$ cat src/rtl/spq_pkg.sv
package spq_pkg;

  localparam int CAPACITY  = 16;
  localparam int PRIO_BITS = 16;
  localparam int TAG_BITS  = 16;
  localparam int CNT_BITS  = $clog2(CAPACITY + 1);

  typedef enum logic [1:0] {
    OP_INSERT = 2'd0,
    OP_POP    = 2'd1,
    OP_READ   = 2'd2
  } op_t;

  typedef enum logic [1:0] {
    STAT_DONE    = 2'd0,
    STAT_EMPTY   = 2'd1,
    STAT_DROPPED = 2'd2
  } stat_t;

  typedef enum logic {
    FSM_IDLE = 1'b0,
    FSM_HOLD = 1'b1
  } fsm_t;

  // Commands from the controller to the datapath.
  typedef struct packed {
    logic  insert;
    logic  pop;
    logic  capture;
    stat_t result;
  } cmd_t;

  // Status from the datapath to the controller.
  typedef struct packed {
    logic empty;
    logic full;
  } dp_status_t;

endpackage

$ cat src/rtl/sorted_priority_queue_unit.sv
// A command's result is registered and valid from the cycle after it is accepted.
// Throughput: one command per cycle while out_ready is high; all slots compare and
// shift in parallel; the next command enters in the cycle the last result leaves.
// Reset (rst, synchronous): the queue is emptied and no result is pending; the
// slot contents are left as they are and are never read before being written.
module sorted_priority_queue_unit
  import spq_pkg::*;
(
  input  logic                 clk,
  input  logic                 rst,
  input  logic                 in_valid,
  output logic                 in_ready,
  input  logic [1:0]           opcode,
  input  logic [PRIO_BITS-1:0] priority_req,
  input  logic [TAG_BITS-1:0]  tag,
  output logic                 out_valid,
  input  logic                 out_ready,
  output logic [1:0]           status,
  output logic                 head_valid,
  output logic [TAG_BITS-1:0]  head_tag,
  output logic [PRIO_BITS-1:0] head_priority,
  output logic [CNT_BITS-1:0]  entry_count
);

  cmd_t       cmd;
  dp_status_t dp_status;

  spq_controller u_controller (
    .clk       (clk),
    .rst       (rst),
    .in_valid  (in_valid),
    .in_ready  (in_ready),
    .opcode    (opcode),
    .out_valid (out_valid),
    .out_ready (out_ready),
    .dp_status (dp_status),
    .cmd       (cmd)
  );

  spq_datapath u_datapath (
    .clk           (clk),
    .rst           (rst),
    .cmd           (cmd),
    .priority_req  (priority_req),
    .tag           (tag),
    .dp_status     (dp_status),
    .status        (status),
    .head_valid    (head_valid),
    .head_tag      (head_tag),
    .head_priority (head_priority),
    .entry_count   (entry_count)
  );

endmodule

$ cat src/rtl/spq_datapath.sv
module spq_datapath
  import spq_pkg::*;
(
  input  logic                 clk,
  input  logic                 rst,
  input  cmd_t                 cmd,
  input  logic [PRIO_BITS-1:0] priority_req,
  input  logic [TAG_BITS-1:0]  tag,
  output dp_status_t           dp_status,
  output logic [1:0]           status,
  output logic                 head_valid,
  output logic [TAG_BITS-1:0]  head_tag,
  output logic [PRIO_BITS-1:0] head_priority,
  output logic [CNT_BITS-1:0]  entry_count
);

  logic [PRIO_BITS-1:0] slot_priority [CAPACITY];
  logic [TAG_BITS-1:0]  slot_tag      [CAPACITY];
  logic [PRIO_BITS-1:0] slot_priority_next [CAPACITY];
  logic [TAG_BITS-1:0]  slot_tag_next      [CAPACITY];
  logic [CNT_BITS-1:0]  fill_count;
  logic [CNT_BITS-1:0]  fill_count_next;
  logic [CAPACITY-1:0]  ge;
  stat_t                result_code;

  // Each held slot whose priority is at least the new one keeps its entry.
  // Since the array is sorted these flags form a prefix of the slots.
  always_comb begin
    for (int i = 0; i < CAPACITY; i++) begin
      ge[i] = (fill_count > CNT_BITS'(i)) && (slot_priority[i] >= priority_req);
    end
  end

  always_comb begin
    for (int i = 0; i < CAPACITY; i++) begin
      slot_priority_next[i] = slot_priority[i];
      slot_tag_next[i]      = slot_tag[i];
      if (cmd.insert) begin
        if (!ge[i]) begin
          if (i == 0 || ge[(i == 0) ? 0 : i - 1]) begin
            slot_priority_next[i] = priority_req;
            slot_tag_next[i]      = tag;
          end else begin
            slot_priority_next[i] = slot_priority[(i == 0) ? 0 : i - 1];
            slot_tag_next[i]      = slot_tag[(i == 0) ? 0 : i - 1];
          end
        end
      end else if (cmd.pop && i < CAPACITY - 1) begin
        slot_priority_next[i] = slot_priority[(i < CAPACITY - 1) ? i + 1 : i];
        slot_tag_next[i]      = slot_tag[(i < CAPACITY - 1) ? i + 1 : i];
      end
    end
  end

  always_comb begin
    fill_count_next = fill_count;
    if (cmd.insert) begin
      fill_count_next = fill_count + CNT_BITS'(1);
    end else if (cmd.pop) begin
      fill_count_next = fill_count - CNT_BITS'(1);
    end
  end

  always_ff @(posedge clk) begin
    for (int i = 0; i < CAPACITY; i++) begin
      slot_priority[i] <= slot_priority_next[i];
      slot_tag[i]      <= slot_tag_next[i];
    end
    if (cmd.capture) begin
      result_code <= cmd.result;
    end
  end

  always_ff @(posedge clk) begin
    if (rst) begin
      fill_count <= '0;
    end else begin
      fill_count <= fill_count_next;
    end
  end

  assign dp_status.empty = (fill_count == '0);
  assign dp_status.full  = (fill_count == CNT_BITS'(CAPACITY));

  // The count and the slots only move when a command is captured, so the
  // head seen here belongs to the held result.
  assign status        = result_code;
  assign head_valid    = (fill_count != '0);
  assign head_tag      = head_valid ? slot_tag[0] : '0;
  assign head_priority = head_valid ? slot_priority[0] : '0;
  assign entry_count   = fill_count;

endmodule

$ cat src/rtl/spq_controller.sv
module spq_controller
  import spq_pkg::*;
(
  input  logic       clk,
  input  logic       rst,
  input  logic       in_valid,
  output logic       in_ready,
  input  logic [1:0] opcode,
  output logic       out_valid,
  input  logic       out_ready,
  input  dp_status_t dp_status,
  output cmd_t       cmd
);

  fsm_t state;
  fsm_t state_next;
  logic accept;

  assign accept = in_valid && in_ready;

  always_comb begin
    state_next = state;
    case (state)
      FSM_IDLE: begin
        if (accept) begin
          state_next = FSM_HOLD;
        end
      end
      FSM_HOLD: begin
        if (out_ready && !in_valid) begin
          state_next = FSM_IDLE;
        end
      end
      default: begin
        state_next = FSM_IDLE;
      end
    endcase
  end

  always_ff @(posedge clk) begin
    if (rst) begin
      state <= FSM_IDLE;
    end else begin
      state <= state_next;
    end
  end

  // A transaction can be taken when idle, or in the cycle the held result leaves.
  always_comb begin
    in_ready  = 1'b0;
    out_valid = 1'b0;
    case (state)
      FSM_IDLE: begin
        in_ready = 1'b1;
      end
      FSM_HOLD: begin
        in_ready  = out_ready;
        out_valid = 1'b1;
      end
      default: begin
        in_ready = 1'b0;
      end
    endcase
  end

  always_comb begin
    cmd.insert  = 1'b0;
    cmd.pop     = 1'b0;
    cmd.capture = accept;
    cmd.result  = STAT_DONE;
    case (opcode)
      OP_INSERT: begin
        if (dp_status.full) begin
          cmd.result = STAT_DROPPED;
        end else begin
          cmd.insert = accept;
        end
      end
      OP_POP: begin
        if (dp_status.empty) begin
          cmd.result = STAT_EMPTY;
        end else begin
          cmd.pop = accept;
        end
      end
      default: begin
        if (dp_status.empty) begin
          cmd.result = STAT_EMPTY;
        end
      end
    endcase
  end

endmodule
$ cat config.mk
export PLATFORM = sky130hd
export DESIGN_NAME = sorted_priority_queue_unit
export DESIGN_NICKNAME = d
export VERILOG_FILES = /design/src/rtl/spq_pkg.sv /design/src/rtl/sorted_priority_queue_unit.sv /design/src/rtl/spq_datapath.sv /design/src/rtl/spq_controller.sv
export SDC_FILE = /design/constraint.sdc
export NUM_CORES = 2
export LEC_CHECK = 0
export BUFFER_PORTS_ARGS = -buffer_cell sky130_fd_sc_hd__buf_2
export CAP_MARGIN = 10
export CORE_MARGIN = 4
export CORE_UTILIZATION = 35
export CTS_CLUSTER_SIZE = 24
export DETAILED_ROUTE_END_ITERATION = 16
export SYNTH_ARGS = -nofsm -noshare
export SYNTH_HDL_FRONTEND = slang
export SYNTH_SLANG_ARGS = --single-unit
$ cat constraint.sdc
create_clock -name clk -period 5.7 [get_ports clk]
set_input_delay 1.14 -clock clk [delete_from_list [all_inputs] [get_ports clk]]
set_output_delay 1.14 -clock clk [all_outputs]
set_load 0.02 [all_outputs]
Word-level counts from Yosys, hierarchy flattened
Memories as Yosys holds them, arrays and structs flattened.
Cells that the tools add are included.
{"block": "word_totals", "input_bits": 38, "mem_bits_rw": 512, "out_inout_bits": 42, "word_cells": 205, "regBits": 8, "memories": 2}
{"block": "classes", "order_cmp": 32, "n_addsub": 2, "n_reduce_logical": 23, "n_eq_ne": 2, "bitwise_logic": 1, "muxes": 140}
{"memory": "u_datapath.slot_priority", "depth": 16, "width": 16, "rd": 16, "rd_clocked_by_memory_dff": 0, "wr": 16, "line": "spq_datapath.sv:17", "text": "logic [PRIO_BITS-1:0] slot_priority [CAPACITY];"}
{"memory": "u_datapath.slot_tag", "depth": 16, "width": 16, "rd": 16, "rd_clocked_by_memory_dff": 0, "wr": 16, "line": "spq_datapath.sv:18", "text": "logic [TAG_BITS-1:0] slot_tag [CAPACITY];"}
{"operator": "2-to-1 mux 16 bit", "n": 126}
{"operator": "greater-or-equal comparator 16 bit", "n": 16}
{"operator": "> comparator 5 x 4 -> 1 bit, second input constant", "n": 8}
{"operator": "> comparator 5 x 3 -> 1 bit, second input constant", "n": 4}
{"operator": "logical AND 1 bit", "n": 18}
{"operator": "> comparator 5 x 1 -> 1 bit, second input constant", "n": 2}
{"operator": "> comparator 5 x 2 -> 1 bit, second input constant", "n": 2}
{"operator": "2-to-1 mux 5 bit", "n": 2}
{"operator": "2-to-1 mux 1 bit", "n": 8}
{"operator": "adder 5 x 1 -> 5 bit, second input constant", "n": 1}
{"operator": "== test 5 bit, second input constant", "n": 1}
{"operator": "logical NOT 5 bit", "n": 1}
{"operator": "nonzero test 5 bit", "n": 1}
{"operator": "subtractor 5 x 1 -> 5 bit, second input constant", "n": 1}
{"operator": "2-to-1 mux 2 bit", "n": 2}
{"operator": "case mux 1 bit (2 select lines)", "n": 2}
{"operator": "== test 2 x 1 -> 1 bit, second input constant", "n": 1}
{"operator": "logical NOT 2 bit", "n": 1}
{"operator": "nonzero test 2 bit", "n": 1}
{"operator": "logical NOT 1 bit", "n": 1}
{"operator": "inverter 1 bit", "n": 1}

Depth between registers and ports, before layout
{"block": "logic_depth", "depth_word": 7, "depth_mapped": 12}

Hierarchy
Synthesis repeated with hierarchy kept, for this count alone.
{"block": "hier_totals", "hier_cells": 3832, "area_unflattened_um2": 35607.9}
{"module": "spq_datapath", "n_inst": 1, "seq_area_each_um2": 15534.9, "area_each_um2": 35511.6, "cells_per_inst": 3820}
{"module": "spq_controller", "n_inst": 1, "seq_area_each_um2": 20.0, "area_each_um2": 96.3, "cells_per_inst": 12}

Worst setup path before layout
No wires, ideal clock.
{"block": "synth_timing", "path_type": "input port to flip-flop", "startpoint": "in priority_req[2]", "endpoint": "mem u_datapath.slot_priority[9][0], in the netlist u_datapath.slot_priority[1][16], enable pin", "setup_ns": 0.466, "stages": 9, "path_slack_ns": -0.083, "t_arrival_ns": 5.318, "required_ns": 5.234, "path_cell_list": "inv_1 -> ha_1 -> a21o_1 -> a31oi_1 -> o21ai_0 -> a2111oi_4 -> buf_2 -> a21oi_1 -> o21ai_0"}
{"item": "from (decl)", "line": "sorted_priority_queue_unit.sv:14", "text": "input logic [PRIO_BITS-1:0] priority_req,"}
{"item": "to (decl)", "line": "spq_datapath.sv:17"}

Worst setup path in the final report
{"block": "layout_timing", "startpoint": "reg u_datapath.fill_count[1], in the netlist u_datapath.entry_count[1]", "endpoint": "out head_tag[11]"}
{"block": "layout_via", "elab_chain_cells": 2}
{"item": "from (decl)", "line": "spq_datapath.sv:21", "text": "logic [CNT_BITS-1:0] fill_count;"}
{"item": "from (signal assigned)", "line": "spq_datapath.sv:78", "text": "fill_count <= fill_count_next;"}
{"item": "nonzero test 5 bit", "line": "spq_datapath.sv:88", "text": "assign head_valid = (fill_count != '0);"}
{"item": "2-to-1 mux 16 bit", "line": "spq_datapath.sv:89", "text": "assign head_tag = head_valid ? slot_tag[0] : '0;"}
{"item": "to (decl)", "line": "sorted_priority_queue_unit.sv:20", "text": "output logic [TAG_BITS-1:0] head_tag,"}
Every way passes these cells.

==> impl_summary.log <==
INFO  metric cts_num_sinks = 520
INFO  metric placeableCoreArea = 95,400 sq um
INFO  metric clock_skew = 0.0204 ns
INFO  metric grt_pass1_wl = 153,000 microns
INFO  metric drc_errors = 0
INFO  metric via_count_of_the_first_global_routing_pass = 25,578
INFO  metric final_antenna_net_count = 0
INFO  metric post_cts_buffers = 0
INFO  metric clock_tree_from_tritoncts = built
INFO  metric postLayoutCoreUtil = 0.391
INFO  metric cp_data_required_time = 4.56 ns
INFO  metric cts_inserted_buffers = 56
INFO  metric i_o_pin_cnt = 80
INFO  metric grt_usage = 0.187
INFO  metric wire_per_inst = 21.9 microns
INFO  metric reg2reg_depth = 11
INFO  metric htree_levels = 2
INFO  metric clockRootBuffer = clkbuf_16
INFO  metric grt_antenna_before_repair = 11
INFO  metric gp_congestion = 0.827
INFO  metric clock.fmax = 219 MHz
INFO  metric average_footprint_of_a_synthesized_cell = 10.5 sq um
INFO  metric detail_route.wirelength = 98,600 microns
INFO  metric ir_worst_vdd = 0.000254 V
INFO  metric cp-start-kind = register
INFO  metric drive_gt1_frac = 0.103
INFO  metric synth_flop_cell = edfxtp_1
INFO  metric cts.hold.buffers_added = 0
INFO  metric gate_count_after_technology_mapping = 3,230
INFO  metric finalSetupViolations = 0
INFO  metric post_synth_fa_ha_maj_area_fraction = 0.0966
INFO  metric power_density = 249 nW/um^2
INFO  metric synth.distinct_cells = 62
INFO  metric first_iter_violations = 2,523
INFO  metric via_count = 25,681
INFO  metric dpl_cell_area = 35,700 sq um
INFO  metric worst_skew_pair.late_latency = 0.64 ns
INFO  metric sequential_fraction_of_the_synthesis_area = 0.460
INFO  metric finalSetupTns = 0 ns
INFO  metric min_path_cells = 2
INFO  metric firstDrtPassIters = 5
INFO  metric fp.dieArea = 102,000 sq um
INFO  metric max-clock-path-buffers = 3
INFO  metric post_synth_mux_area_share = 0.0962
INFO  metric critPathArrivalTime = 3.42 ns
INFO  metric timing_worst_slew_pin_value = 1.06 ns
INFO  metric synthesis.nets = 3,529
INFO  metric vias_per_cell = 5.71
INFO  metric worstPathMaxFanout = 19
INFO  metric std_cell_rows = 113
INFO  metric most_common_cell_after_layout_fill_and_taps_aside = edfxtp_1
INFO  metric areaGrowthSynthToFinish = 10.5%
INFO  metric fin_crit = 4.56 ns
INFO  metric timing.hold.worst.class = register to register
INFO  metric setup_slack = 1.14 ns
INFO  metric detailed_place_hpwl = 68,500 microns
INFO  metric maximum_number_of_pins_on_one_net_before_global_route_repair = 184
INFO  metric place_worst_setup_slack = 0.863 ns
INFO  metric report.final.hold_viol_count = 0
INFO  metric critPathCaptureType = output pin
INFO  metric power_leakage = 13.5 nW
INFO  metric fin_crit_share = 0.800
INFO  metric rsz_0062_raised_after_global_routing = false
INFO  metric edff_count_synth = 514
INFO  metric io_buffers = 79
INFO  metric max_cap_violations = 0
INFO  metric drv_slew = 0
INFO  metric post_synth_instance_area = 33,800 sq um
INFO  metric die_height = 319 microns
INFO  metric dieWidth = 319 microns
INFO  metric synth-compound-area-share = 0.169
INFO  metric yosysWarnings = 0
INFO  metric slew_headroom = 0.291
INFO  metric post_cts.resized_instances = 0
INFO  metric num-fill-cells = 9,384
INFO  metric global_route.overflow_total = 0
INFO  metric layout.cells.most_common_list = edfxtp_1, nand2_1, ha_1
INFO  metric synth_top_family_by_area = compound AO/OA/AOI/OAI gates
INFO  metric setup.worst_path.class = register to output pin
INFO  metric initial_core_util = 0.354
INFO  metric post-route-cell-area = 37,400 sq um
INFO  metric ys_async_sr_fraction = 0
INFO  metric synth_simple_gate_area_frac = 0.140
INFO  metric synth_xor_area_frac = 0.000777
INFO  metric layout.nets = 3,495
INFO  metric postSynthRegisterBits = 520
INFO  metric clkTransAtPathRegs = 0.06 ns
INFO  metric run_status = complete, no violations
-- per-stage QoR --
stage / hold slack, ns / instances / total power, mW
after floorplan: 0.496 / 3230 / 5.44
after global placement: 0.499 / 4402 / 5.87
after detailed placement: 0.511 / 4402 / 5.90
after CTS: 0.521 / 4493 / 9.37
after global routing: 0.538 / 4495 / 9.69
final: 0.524 / 4498 / 9.30
-- power by group --
part | total, mW | leakage, nW | switching (mW) | internal, mW
Combinational | 1.31 | 7.96 | 0.846 | 0.460
Sequential | 4.52 | 4.77 | 0.120 | 4.40
Clock | 3.48 | 0.798 | 1.61 | 1.87
-- cells in the mapped netlist, drive strengths merged (5+ instances only) --
cell type	count	area share
a2111oi	7	0.0029
a211oi	15	0.0033
a21o	30	0.0067
a21oi	145	0.022
a221o	33	0.0098
a221oi	5	0.0020
a22oi	6	0.0013
a31oi	17	0.0033
and2	35	0.0065
buf	98	0.015
clkbuf	163	0.018
dfxtp	6	0.0036
edfxtp	514	0.46
ha	261	0.097
inv	42	0.0047
mux2	64	0.021
mux2i	253	0.075
nand2	441	0.049
nand2b	139	0.026
nand3	83	0.012
nand4	28	0.0052
nor2	96	0.011
nor3	80	0.012
nor3b	66	0.015
o2111ai	6	0.0016
o211ai	66	0.015
o21a	128	0.028
o21ai	236	0.035
o31a	124	0.032
o32ai	6	0.0016
-- registers in the layout, summed over array words and instances (netlist names) --
name                      cells
u_datapath.entry_count        5
u_controller.state            1
u_datapath.slot_priority    256
u_datapath.status             2
u_datapath.slot_tag         256
-- final cells by class --
| class | instances | area (sq um) | share of cell area |
|---|---|---|---|
| Sequential cell | 520 | 15600 | 0.416 |
| Tap cell | 1265 | 1580 | 0.0424 |
| Antenna cell | 4 | 10.0 | 0.000268 |
| Clock buffer | 64 | 1430 | 0.0383 |
| Clock inverter | 27 | 195 | 0.00523 |
| Timing Repair Buffer | 169 | 1210 | 0.0324 |
| Inverter | 42 | 158 | 0.00422 |
| Multi-Input combinational cell | 2407 | 17200 | 0.461 |
-- critical path, stage by stage (launching register included) --
cell and delay [ns]:
dfxtp_1 0.56, inv_1 0.19, ha_1 0.27, nor3b_1 0.16, and2_1 0.31, inv_1 0.58, buf_4 0.36, and2_1 0.17
buf_2 0.17
-- worst paths after layout --
| path | start | endpoint | slack [ns] |
|---|---|---|---|
| setup / recovery | u_datapath.entry_count[1] | head_tag[11] | 1.14 |
| setup reg to reg | u_datapath.entry_count[1] | u_datapath.slot_tag[7][6] | 1.70 |
| hold reg to reg | u_datapath.slot_tag[7][24] | u_datapath.slot_tag[7][8] | 0.52 |
| hold / removal | u_datapath.slot_tag[7][24] | u_datapath.slot_tag[7][8] | 0.52 |
-- cell families (layout without fill, tap and decap cells) --
| group | after synthesis | after routing |
|---|---|---|
| flops | 520 | 520 |
| xor+xnor | 3 | 3 |
| other cells | 0 | 4 |
| buf+inv | 303 | 302 |
| mux | 317 | 317 |
| simple gates | 986 | 986 |
| compound gates | 840 | 840 |
| fa+ha+maj | 261 | 261 |
-- per-layer routing --
metal / vias to the layer above / GRT usage / part of all wire
li1: 12078 / - / -
met1: 12826 / 0.268 / 0.47
met2: 661 / 0.303 / 0.46
met3: 116 / 0.0204 / 0.047
met4: 0 / 0.0434 / 0.021
met5: - / 0 / 0
(Power assumes the default switching activity.)
